<file path="src/tcpq_pkg.sv">
// Package for the two-class priority queue: request and response types,
// action and status codes, cell control type and default sizes.
// Used by every module of the block; depends on nothing.
package tcpq_pkg;

  localparam int CLASS_DEPTH_DEF = 32;
  localparam int ID_W            = 16;
  localparam int CNT_OUT_W       = 7;

  // Action codes of a request.
  localparam logic [1:0] ACT_NORMAL   = 2'd0;
  localparam logic [1:0] ACT_PRIORITY = 2'd1;
  localparam logic [1:0] ACT_DEQUEUE  = 2'd2;

  // Status codes of a response.
  localparam logic [1:0] ST_OK    = 2'd0;
  localparam logic [1:0] ST_EMPTY = 2'd1;
  localparam logic [1:0] ST_FULL  = 2'd2;

  typedef struct packed {
    logic [1:0]      action;
    logic [ID_W-1:0] customer_id;
  } in_req_t;

  typedef struct packed {
    logic [1:0]           status;
    logic [CNT_OUT_W-1:0] ahead_count;
    logic [ID_W-1:0]      removed_id;
    logic                 removed_priority;
    logic [CNT_OUT_W-1:0] remaining;
  } out_rsp_t;

  // Per-cell control: shift towards the head, or load the new identifier.
  typedef struct packed {
    logic shift;
    logic load;
  } cell_ctrl_t;

endpackage

</file>
<file path="src/two_class_priority_queue_core.sv">
// Top level of the two-class strict-priority queue of customer identifiers.
// Depends on tcpq_pkg and tcpq_chain (which uses tcpq_cell).
//
// The queue holds up to CLASS_DEPTH priority and CLASS_DEPTH normal identifiers,
// each class in its own chain of cells whose head sits in the first cell, so a
// dequeue reads a fixed place and every cell moves one step towards the head in
// the same cycle. A normal enqueue joins the back and reports every held entry
// as ahead of it; a priority enqueue goes behind the waiting priority entries
// and reports only those. A dequeue serves priority entries first. An enqueue
// into a full class, a dequeue on an empty queue and the unused action code
// change nothing; the first two say so in the status field. An accepted request
// updates the queue at the accepting edge, and its response is registered at
// that edge. One request per cycle is taken as long as responses are taken.
// A skid register holds one further response while the output is stalled;
// in_stall rises only while that skid register is full, and in_stall depends
// on no input combinationally.
module two_class_priority_queue_core #(
  parameter int CLASS_DEPTH = tcpq_pkg::CLASS_DEPTH_DEF
) (
  input  logic               clk,
  input  logic               rst_n,
  input  logic               in_valid,
  output logic               in_stall,
  input  tcpq_pkg::in_req_t  in_req,
  output logic               out_valid,
  input  logic               out_stall,
  output tcpq_pkg::out_rsp_t out_rsp
);
  import tcpq_pkg::*;

  localparam int CW = $clog2(CLASS_DEPTH + 1);  // per-class count width
  localparam int SW = CW + 1;                   // width of a total over both classes
  localparam int EW = SW + CNT_OUT_W;           // room to zero-extend before truncation

  // Handshake and request decode.
  logic acc;
  logic is_norm;
  logic is_pri;
  logic is_deq;

  // Class chains.
  logic [CW-1:0]   pri_cnt;
  logic [CW-1:0]   nrm_cnt;
  logic [ID_W-1:0] pri_head;
  logic [ID_W-1:0] nrm_head;
  logic            pri_full;
  logic            nrm_full;

  // Which update this request makes if accepted.
  logic ok_push_n;
  logic ok_push_p;
  logic ok_pop_p;
  logic ok_pop_n;

  logic [SW-1:0] total;
  logic [SW-1:0] total_after;
  logic [SW-1:0] ahead;
  logic [EW-1:0] ahead_ext;
  logic [EW-1:0] remain_ext;
  out_rsp_t      rsp;

  // Output register and skid register.
  logic     out_valid_r;
  logic     out_valid_nxt;
  out_rsp_t out_rsp_r;
  out_rsp_t out_rsp_nxt;
  logic     skid_valid_r;
  logic     skid_valid_nxt;
  out_rsp_t skid_rsp_r;
  out_rsp_t skid_rsp_nxt;

  assign in_stall = skid_valid_r;
  assign acc      = in_valid && !skid_valid_r;

  assign is_norm = (in_req.action == ACT_NORMAL);
  assign is_pri  = (in_req.action == ACT_PRIORITY);
  assign is_deq  = (in_req.action == ACT_DEQUEUE);

  assign pri_full = (pri_cnt == CW'(CLASS_DEPTH));
  assign nrm_full = (nrm_cnt == CW'(CLASS_DEPTH));

  assign ok_push_n = is_norm && !nrm_full;
  assign ok_push_p = is_pri && !pri_full;
  assign ok_pop_p  = is_deq && (pri_cnt != '0);
  assign ok_pop_n  = is_deq && (pri_cnt == '0) && (nrm_cnt != '0);

  tcpq_chain #(
    .CLASS_DEPTH (CLASS_DEPTH),
    .CW          (CW)
  ) u_pri_chain (
    .clk     (clk),
    .rst_n   (rst_n),
    .push    (acc && ok_push_p),
    .pop     (acc && ok_pop_p),
    .push_id (in_req.customer_id),
    .head_id (pri_head),
    .count   (pri_cnt)
  );

  tcpq_chain #(
    .CLASS_DEPTH (CLASS_DEPTH),
    .CW          (CW)
  ) u_nrm_chain (
    .clk     (clk),
    .rst_n   (rst_n),
    .push    (acc && ok_push_n),
    .pop     (acc && ok_pop_n),
    .push_id (in_req.customer_id),
    .head_id (nrm_head),
    .count   (nrm_cnt)
  );

  // Response for the request at the input, built from the state it sees.
  always_comb begin
    total       = SW'(pri_cnt) + SW'(nrm_cnt);
    total_after = total;
    ahead       = '0;
    if (ok_push_n) begin
      ahead       = total;
      total_after = total + SW'(1);
    end else if (ok_push_p) begin
      ahead       = SW'(pri_cnt);
      total_after = total + SW'(1);
    end else if (ok_pop_p || ok_pop_n) begin
      total_after = total - SW'(1);
    end
    ahead_ext  = EW'(ahead);
    remain_ext = EW'(total_after);

    rsp                  = '0;
    rsp.ahead_count      = ahead_ext[CNT_OUT_W-1:0];
    rsp.remaining        = remain_ext[CNT_OUT_W-1:0];
    rsp.removed_priority = ok_pop_p;
    if (ok_pop_p) begin
      rsp.removed_id = pri_head;
    end else if (ok_pop_n) begin
      rsp.removed_id = nrm_head;
    end
    if ((is_norm && nrm_full) || (is_pri && pri_full)) begin
      rsp.status = ST_FULL;
    end else if (is_deq && !ok_pop_p && !ok_pop_n) begin
      rsp.status = ST_EMPTY;
    end else begin
      rsp.status = ST_OK;
    end
  end

  // Output staging: the skid register only fills while the output register is
  // held, and it drains into the output register as soon as that is taken.
  always_comb begin
    out_valid_nxt  = out_valid_r;
    out_rsp_nxt    = out_rsp_r;
    skid_valid_nxt = skid_valid_r;
    skid_rsp_nxt   = skid_rsp_r;
    if (!out_valid_r) begin
      out_valid_nxt = acc;
      out_rsp_nxt   = rsp;
    end else if (out_stall) begin
      if (acc) begin
        skid_valid_nxt = 1'b1;
        skid_rsp_nxt   = rsp;
      end
    end else if (skid_valid_r) begin
      out_valid_nxt  = 1'b1;
      out_rsp_nxt    = skid_rsp_r;
      skid_valid_nxt = acc;
      skid_rsp_nxt   = rsp;
    end else begin
      out_valid_nxt = acc;
      out_rsp_nxt   = rsp;
    end
  end

  always_ff @(posedge clk) begin
    if (!rst_n) begin
      out_valid_r  <= 1'b0;
      skid_valid_r <= 1'b0;
    end else begin
      out_valid_r  <= out_valid_nxt;
      skid_valid_r <= skid_valid_nxt;
    end
  end

  always_ff @(posedge clk) begin
    out_rsp_r  <= out_rsp_nxt;
    skid_rsp_r <= skid_rsp_nxt;
  end

  assign out_valid = out_valid_r;
  assign out_rsp   = out_rsp_r;

  // The skid register never holds a response unless the output register does.
  a_skid_behind_out : assert property (@(posedge clk) disable iff (!rst_n)
    skid_valid_r |-> out_valid_r)
    else $error("skid register full while output register empty");

  // Neither class ever holds more than its depth.
  a_cnt_bound : assert property (@(posedge clk) disable iff (!rst_n)
    (pri_cnt <= CW'(CLASS_DEPTH)) && (nrm_cnt <= CW'(CLASS_DEPTH)))
    else $error("class count beyond depth");

  // A dequeue with priority entries waiting takes one of them, never a normal one.
  a_pri_first : assert property (@(posedge clk) disable iff (!rst_n)
    (acc && is_deq && (pri_cnt != '0)) |=>
      ((pri_cnt == $past(pri_cnt) - CW'(1)) && (nrm_cnt == $past(nrm_cnt))))
    else $error("dequeue did not serve the priority class first");

endmodule

</file>
<file path="src/tcpq_cell.sv">
// One storage cell of a class chain: holds one identifier.
// Depends on tcpq_pkg.
module tcpq_cell (
  input  logic                   clk,
  input  tcpq_pkg::cell_ctrl_t   ctrl,
  input  logic [tcpq_pkg::ID_W-1:0] load_id,
  input  logic [tcpq_pkg::ID_W-1:0] nbr_id,
  output logic [tcpq_pkg::ID_W-1:0] id_o
);
  import tcpq_pkg::*;

  logic [ID_W-1:0] id_r;

  // Loading a new entry and shifting never coincide, as one request does one of them.
  always_ff @(posedge clk) begin
    if (ctrl.load) begin
      id_r <= load_id;
    end else if (ctrl.shift) begin
      id_r <= nbr_id;
    end
  end

  assign id_o = id_r;

endmodule

</file>
<file path="src/tcpq_chain.sv">
// One class of the queue: a row of cells with the head in cell zero, and its fill count.
// Depends on tcpq_pkg and tcpq_cell.
module tcpq_chain #(
  parameter int CLASS_DEPTH = tcpq_pkg::CLASS_DEPTH_DEF,
  parameter int CW          = $clog2(CLASS_DEPTH + 1)
) (
  input  logic                      clk,
  input  logic                      rst_n,
  input  logic                      push,
  input  logic                      pop,
  input  logic [tcpq_pkg::ID_W-1:0] push_id,
  output logic [tcpq_pkg::ID_W-1:0] head_id,
  output logic [CW-1:0]             count
);
  import tcpq_pkg::*;

  logic [CW-1:0]   count_r;
  logic [CW-1:0]   count_nxt;
  logic [ID_W-1:0] cell_id [CLASS_DEPTH];
  cell_ctrl_t      ctrl    [CLASS_DEPTH];

  always_comb begin
    count_nxt = count_r;
    if (push) begin
      count_nxt = count_r + CW'(1);
    end else if (pop) begin
      count_nxt = count_r - CW'(1);
    end
  end

  always_ff @(posedge clk) begin
    if (!rst_n) begin
      count_r <= '0;
    end else begin
      count_r <= count_nxt;
    end
  end

  for (genvar i = 0; i < CLASS_DEPTH; i++) begin : g_cell
    logic [ID_W-1:0] nbr;

    // The new entry lands in the first free cell; a pop moves every cell one step on.
    assign ctrl[i].load  = push && (count_r == CW'(i));
    assign ctrl[i].shift = pop;

    if (i == CLASS_DEPTH - 1) begin : g_last
      assign nbr = '0;
    end else begin : g_mid
      assign nbr = cell_id[i+1];
    end

    tcpq_cell u_cell (
      .clk     (clk),
      .ctrl    (ctrl[i]),
      .load_id (push_id),
      .nbr_id  (nbr),
      .id_o    (cell_id[i])
    );
  end

  assign head_id = cell_id[0];
  assign count   = count_r;

endmodule

</file>
<file path="config.mk">
export PLATFORM = sky130hd
export DESIGN_NAME = two_class_priority_queue_core
export DESIGN_NICKNAME = d
export VERILOG_FILES = /design/src/tcpq_pkg.sv /design/src/two_class_priority_queue_core.sv /design/src/tcpq_cell.sv /design/src/tcpq_chain.sv
export SDC_FILE = /design/constraint.sdc
export NUM_CORES = 1
export LEC_CHECK = 0
export ABC_AREA = 1
export BUFFER_PORTS_ARGS = -buffer_cell sky130_fd_sc_hd__buf_4
export CAP_MARGIN = 10
export CORE_MARGIN = 3
export CORE_UTILIZATION = 39
export DETAILED_ROUTE_END_ITERATION = 10
export GPL_TIMING_DRIVEN = 0
export HOLD_SLACK_MARGIN = 0.12
export MAX_ROUTING_LAYER = met4
export SYNTH_ARGS = -nofsm -noshare
export SYNTH_HDL_FRONTEND = slang
export SYNTH_SLANG_ARGS = --single-unit
export TNS_END_PERCENT = 30
</file>
<file path="constraint.sdc">
create_clock -name clk -period 4.4 [get_ports clk]
set_input_delay 0.22 -clock clk [delete_from_list [all_inputs] [get_ports clk]]
set_output_delay 0.22 -clock clk [all_outputs]
set_load 0.02 [all_outputs]
</file>
==> results of run 1 <==
power by group:
part	internal (mW)	switching [mW]	total (mW)	leakage (nW)
Sequential	11.9	0.109	12.0	10.1
Clock	5.12	3.98	9.11	1.68
Combinational	0.284	0.895	1.18	7.73
Total	17.3	4.98	22.3	19.5
layout make-up:
type	count	area, µm²
Buffer	307	1210
Clock buffer	137	2810
Clock inverter	66	646
Fill cell	10600	63700
Inverter	77	289
Multi-Input combinational cell	2463	11100
Sequential cell	1104	33000
Tap cell	1512	1890
Timing Repair Buffer	65	546
metal layers:
metal	up-vias	global-route usage (%)	wire length (µm)
li1	14300	-	-
met1	14700	26.2	50700
met2	1009	29.0	51300
met3	152	2.81	7860
met4	0	5.14	2690
met5	-	-	0
tightest hold or removal path: stages:
cell and delay (ps):
buf_4 120, clkinv_1 270, o21ai_0 150
worst paths after layout:
kind	startpoint	end	slack, ps	cells past startpoint
min	in_req[14]	u_nrm_chain.g_cell[10].u_cell.id_o[14]$_DFFE_PP_	250	3
min reg2reg	u_nrm_chain.g_cell[5].u_cell.id_o[11]$_DFFE_PP_	u_nrm_chain.g_cell[4].u_cell.id_o[11]$_DFFE_PP_	510	2
max	u_pri_chain.count[1]$_SDFFE_PN0P_	u_pri_chain.g_cell[30].u_cell.id_o[8]$_DFFE_PP_	520	10
max reg2reg	u_pri_chain.count[1]$_SDFFE_PN0P_	u_pri_chain.g_cell[30].u_cell.id_o[8]$_DFFE_PP_	520	10
cells in the mapped netlist:
| cell | count |
|---|---|
| a211oi_1 | 1 |
| a21oi_1 | 18 |
| a22o_1 | 13 |
| a22oi_1 | 1 |
| a31oi_1 | 4 |
| buf_1 | 1 |
| buf_2 | 40 |
| buf_4 | 1 |
| clkbuf_1 | 262 |
| clkbuf_2 | 3 |
| clkinv_1 | 16 |
| dfxtp_1 | 14 |
| edfxtp_1 | 1090 |
| fa_1 | 1 |
| ha_1 | 18 |
| inv_1 | 54 |
| inv_2 | 7 |
| nand2_1 | 1210 |
| nand2_2 | 2 |
| nand3_1 | 57 |
| nand3_2 | 1 |
| nand3_4 | 1 |
| nand3b_1 | 1 |
| nand4_1 | 21 |
| nand4_2 | 1 |
| nor2_1 | 65 |
| nor2_2 | 5 |
| nor2_4 | 2 |
| nor3_1 | 4 |
| nor3_2 | 1 |
| nor4_1 | 1 |
| o211ai_1 | 3 |
| o21a_1 | 1 |
| o21ai_0 | 1012 |
| o21ai_1 | 6 |
| o21bai_1 | 1 |
| o22ai_1 | 6 |
| or2_2 | 1 |
| xnor2_1 | 1 |
| xor2_1 | 4 |
layout by cell type, fill, tap and decap left out, drive strengths merged:
master / n
nand2: 1212
edfxtp: 1090
o21ai: 1018
clkbuf: 402
buf: 100
nor2: 72
clkinv: 66
inv: 63
nand3: 59
nand4: 22
a21oi: 18
ha: 18
dfxtp: 14
a22o: 13
bufinv: 10
dlygate4sd3: 7
o22ai: 6
nor3: 5
a31oi: 4
xor2: 4
clkinvlp: 4
o211ai: 3
nor4: 1
o21bai: 1
or2: 1
nand3b: 1
xnor2: 1
o21a: 1
a22oi: 1
a211oi: 1
fa: 1
flip-flops by register name (all words and copies together) (netlist names):
register / cells
skid_rsp_r: 33
out_rsp: 33
u_nrm_chain.count: 6
u_pri_chain.g_cell.u_cell.id_o: 512
u_nrm_chain.g_cell.u_cell.id_o: 512
out_valid: 1
in_stall: 1
u_pri_chain.count: 6
per-stage QoR:
step | setup WS (ps) | utilization [%] | area [µm²] | hold slack [ps]
floorplan | 1830 | - | 45600 | 358
global placement | 654 | 41.6 | 47900 | 500
detailed placement | 597 | 41.6 | 47900 | 504
CTS | 616 | 44.7 | 51400 | 222
global route | 249 | 44.7 | 51500 | 245
finish | 518 | 44.7 | 51500 | 251
kinds of logic (layout without fill, tap and decap cells):
kind of cell | count (synthesis) | count (layout)
fa+ha+maj | 19 | 19
flops | 1104 | 1104
xor+xnor | 5 | 5
simple gates | 1373 | 1373
buf+inv | 384 | 652
compound gates | 1066 | 1066
==> run metrics, run 1 <==
Tot Pwr=22.3 mW; per-cell routed wire length=19.6 µm; CP Capture Type=register; run status=completed; unrepaired setup endpoints after global routing=no; Worst Max-Slew Pin Slew=roughly 960 ps; GRT Resource Usage Total=a little under a fifth; Post-Layout Cell Count=roughly 5700; first-pass GRT wire length=between 150000 and 200000 µm; Yosys top cell area share=between 70% and 80%; Placer Congestion=between 0.8 and 0.9; Final Critical Period=between 3000 and 4000 ps; Post-Syn Instances=between 3000 and 4000; worst-path maximum fanout=16; leading area contributor after synthesis=edfxtp_1; Final setup viols=0; max frequency=258 MHz; P per Cell Area=about 430 nW/µm²; GRT overflow=0; antenna fix cells=0; WL final=approximately 110000 µm; Final Max Slew Viols=0; CP arrival=4190 ps; CP bufs+invs=3; Leak=19.5 nW; hold crit path type=primary input to register; post-synthesis simple-gate area fraction=a little under an eighth; Core ar.=115000 µm²; post-synthesis sequential area ratio=between 70 and 80%; Setup TNS=0 ps; Starting Density=about two fifths; Die ar.=around 120000 µm²; Setup CP Type=register to register; CP top delay family=simple AND/OR/NAND/NOR gates; final period utilization=88.2%; Die W=between 300 and 400 µm; Nets=approximately 4200; Buffers on Ports=56; DRC Markers=0; vias in the first global route=28800; initial antenna violation count=2; HPWL Detailed=77500 µm; clock sinks=about 1100; CTS resizes=0; clk slew on worst S/H paths=approximately 60 ps; CP max stage cell=nand2_1; CP cell instances=inv_1 -> ha_1 -> nand4_1 -> nand2_2 -> nor2_4 -> inv_2 -> nor2_2 -> nand3_1 -> clkbuf_1 -> nand2_1; average vias per placed instance=5.27; CTS max path bufs=3; 1st-pass router iterations=5; total CTS buffers=around 110; clock root cell=clkbuf_16; Post-CTS Setup Inserts=0; CTS Hold Bufs=7; Worst EP required=~4700 ps; Fin. Hold Viols=0; Startpoint Class=register; synth warn=0; Rows=approximately 120; CP max stage delay=about 560 ps; die height=~350 µm; compound-gate portion of the synthesized area=a little under an eighth; ranking of synthesized cells by area=edfxtp_1 72%, o21ai_0 11%, nand2_1 10%; Max rail drop VDD=roughly 0.28 mV; Slew HR=a little over a third; layout cell share with drive strength beyond 1=roughly 6.5%; worst skew pair latency=690 ps; Avg Cell Area, Syn=around 12 µm²; vias=between 30000 and 40000; main combinational cell family by area after synthesis=compound AO/OA/AOI/OAI gates; clock skew=36.4 ps; CTS tree=yes; htree depth=3; adder-cell share of the synthesized area=0.538%; post-synthesis xor/xnor area fraction=less than 1%; Mapped Nets=between 3000 and 4000; Initial DRC Count=roughly 2900; largest net degree at the start of global routing=34; Layout area overhead=12.9%; mux cell area share after synthesis=0%; Final ANT Viol Nets=0; Synth Register Bits=1104; Synth cell types=40; Cells after DPL=~5500; Syn Std Cell Area=approximately 46000 µm²; Max-cap violations=0; # IOs=between 50 and 60
(Power assumes the default switching activity.)
==> run 2: changes to the inputs <==
Settings changed: RECOVER_POWER set to 25, TNS_END_PERCENT 30 to 20.
Clock period 4.4 ns to 4.15 ns, I/O delays scaled along.
==> run 2 against run 1 <==
Final cell count unchanged; final area down 0.42%; total power is 5.8% higher; via count hardly changed; highest routed layer unchanged; utilization is 0.19 points lower; die area stayed put; non-clock buffer count unchanged; clock skew is 3.3 ps lower; first-iteration DRC count grew 2.1%; global-route usage did not move; sequential share of layout area grew 0.27 points.
==> run metrics, run 2 (synthesized netlist as in run 1, its figures left out) <==
Place WS=347 ps (-250 ps); Worst EP required=4410 ps (-300 ps); clk slew on worst S/H paths=60 ps (about the same); Setup TNS=0 ps (unchanged); Rows=124 (unchanged); hold_sp=in_req[14]; Fin. Hold Viols=0 (unchanged); per-cell routed wire length=19.6 µm (about the same); Startpoint Class=register; largest net degree at the start of global routing=34 (unchanged); Placer Congestion=0.871 (unchanged); Leak=19.3 nW (-1.0%); GRT Resource Usage Total=18.8% (unchanged); average vias per placed instance=5.27 (about the same); Placed Area=47900 µm² (unchanged); Final setup viols=0 (unchanged); worst-path maximum fanout=16 (unchanged); first-pass GRT wire length=172000 µm (unchanged); Post-CTS Setup Inserts=0 (unchanged); run status=completed; Max-cap violations=0 (unchanged); worst skew pair latency=690 ps (about the same); combinational share of power=5.1% (-0.2 points); htree depth=3 (unchanged); layout cell share with drive strength beyond 1=5.00% (-1.5 points); Setup CP Type=register to register; clock skew=33.1 ps (-3.30 ps); final non-filler cell area=51300 µm² (-0.42%); P per Cell Area=460 nW/µm² (+6.2%); Layout area overhead=12.5%; CTS max path bufs=3 (unchanged); WL final=113000 µm (about the same); Worst Max-Slew Pin Slew=1160 ps (+198 ps); 1st-pass router iterations=6 (+1); Final Critical Period=3890 ps (+4.40 ps); Initial DRC Count=3009 (+2.1%); GRT overflow=0 (unchanged); clock root cell=clkbuf_16; switching power=5.28 mW (+6.0%); Max rail drop VDD=0.293 mV (+6.0%); P_int=18.3 mW (+5.7%); CTS tree=yes; die height=348 µm (unchanged); hold crit path type=primary input to register; max frequency=257 MHz (-0.11%); CP startpoint=u_nrm_chain.count[5]$_SDFFE_PN0P_; # fillers=10600 (+0.49%); clock power share=40.9% (about the same); total CTS buffers=107 (unchanged); final period utilization=93.6% (+5.4 points); clock sinks=1104 (unchanged); Slew HR=22.6% (-13 points); CP arrival=4140 ps (-50 ps); HPWL Detailed=77500 µm (unchanged); Tot Pwr=23.6 mW (+5.8%); final worst slack=264 ps (-254 ps); sequential power share=54.0% (about the same); antenna fix cells=0 (unchanged); Final ANT Viol Nets=0 (unchanged); Core ar.=115000 µm² (unchanged); most frequent cells in the layout=1210 x nand2_1, 1090 x edfxtp_1, 1017 x o21ai_0, 347 x clkbuf_1, 108 x clkbuf_16; R2R Path Start=u_nrm_chain.count[5]$_SDFFE_PN0P_; vias in the first global route=28800 (unchanged); Buffers on Ports=56 (unchanged); DRC Markers=0 (unchanged); unrepaired setup endpoints after global routing=no; initial antenna violation count=2 (unchanged); vias=30200 (+0.099%); Net Sw Frac=22.4% (+0.042 points); Die W=348 µm (unchanged); Die ar.=121000 µm² (unchanged); CP Capture Type=register; Final Max Slew Viols=0 (unchanged); Nets=4166 (unchanged); commonest non-fill, non-tap cell in the layout=nand2_1; Starting Density=39.6% (unchanged); # IOs=57 (unchanged)
## run 2: changes by cell type in the layout (fill, tap and decap cells not counted), sizes merged
cell / previous run / this run
buf: 100 / 44
clkbuf: 402 / 458
## run 2: layer usage
layer	GRT usage, %	vias to the layer above	wire (µm)
met5	-	-	0
met4	5.14	0	2760
met3	2.81	154	7900
met2	29.0	1051	51200
met1	26.2	14700	50600
li1	-	14300	-
## run 2: timing repair
action / CTS / global route
setup endpoints to repair: 0 / 5
hold buffers: 7 / 0
gates resized for setup: 0 / 1
hold endpoints to repair: 10 / 0
## run 2: stage by stage
stage	instances	util, %	hold WS [ps]
detailed placement	5520	41.6	504
global route	5731	44.5	233
global placement	5519	41.6	500
floorplan	3951	-	346
CTS	5730	44.7	209
finish	5731	44.5	247
## run 2: final timing paths
kind                                                      to  slack, ps  cells past startpoint
max reg2reg  u_nrm_chain.g_cell[12].u_cell.id_o[6]$_DFFE_PP_        260                      8
min reg2reg  u_nrm_chain.g_cell[4].u_cell.id_o[11]$_DFFE_PP_        510                      2
min          u_nrm_chain.g_cell[7].u_cell.id_o[14]$_DFFE_PP_        250                      3
max          u_nrm_chain.g_cell[12].u_cell.id_o[6]$_DFFE_PP_        260                      8
## run 2: layout make-up
type | instances | area, µm² | area share [%]
flip-flops and latches | 1104 | 33000 | 64.4
multi-input cells | 2463 | 11000 | 21.6
plain buffers | 307 | 1190 | 2.31
inverters | 77 | 289 | 0.564
repair buffers | 65 | 367 | 0.715
clock buffers | 137 | 2810 | 5.49
clock inverters | 66 | 646 | 1.26
well taps | 1512 | 1890 | 3.69
## run 2: power groups by stage
stage / combinational (mW) / sequential (mW) / clock (mW)
3_5_place_dp: 1.24 / 13.0 / 0
3_3_place_gp: 1.22 / 13.0 / 0
2_1_floorplan: 0.654 / 13.0 / 0
6_report: 1.20 / 12.7 / 9.66
5_1_grt: 1.33 / 12.8 / 10.3
4_1_cts: 1.25 / 12.7 / 9.78
## run 2: critical path: stages, from the launching register on
cell and delay [ps]:
dfxtp_1 440, nor2_1 290, clkbuf_1 390, nand3_1 330
nand3_1 230, inv_2 110, nand2_1 360, clkbuf_1 640
nand2_1 640
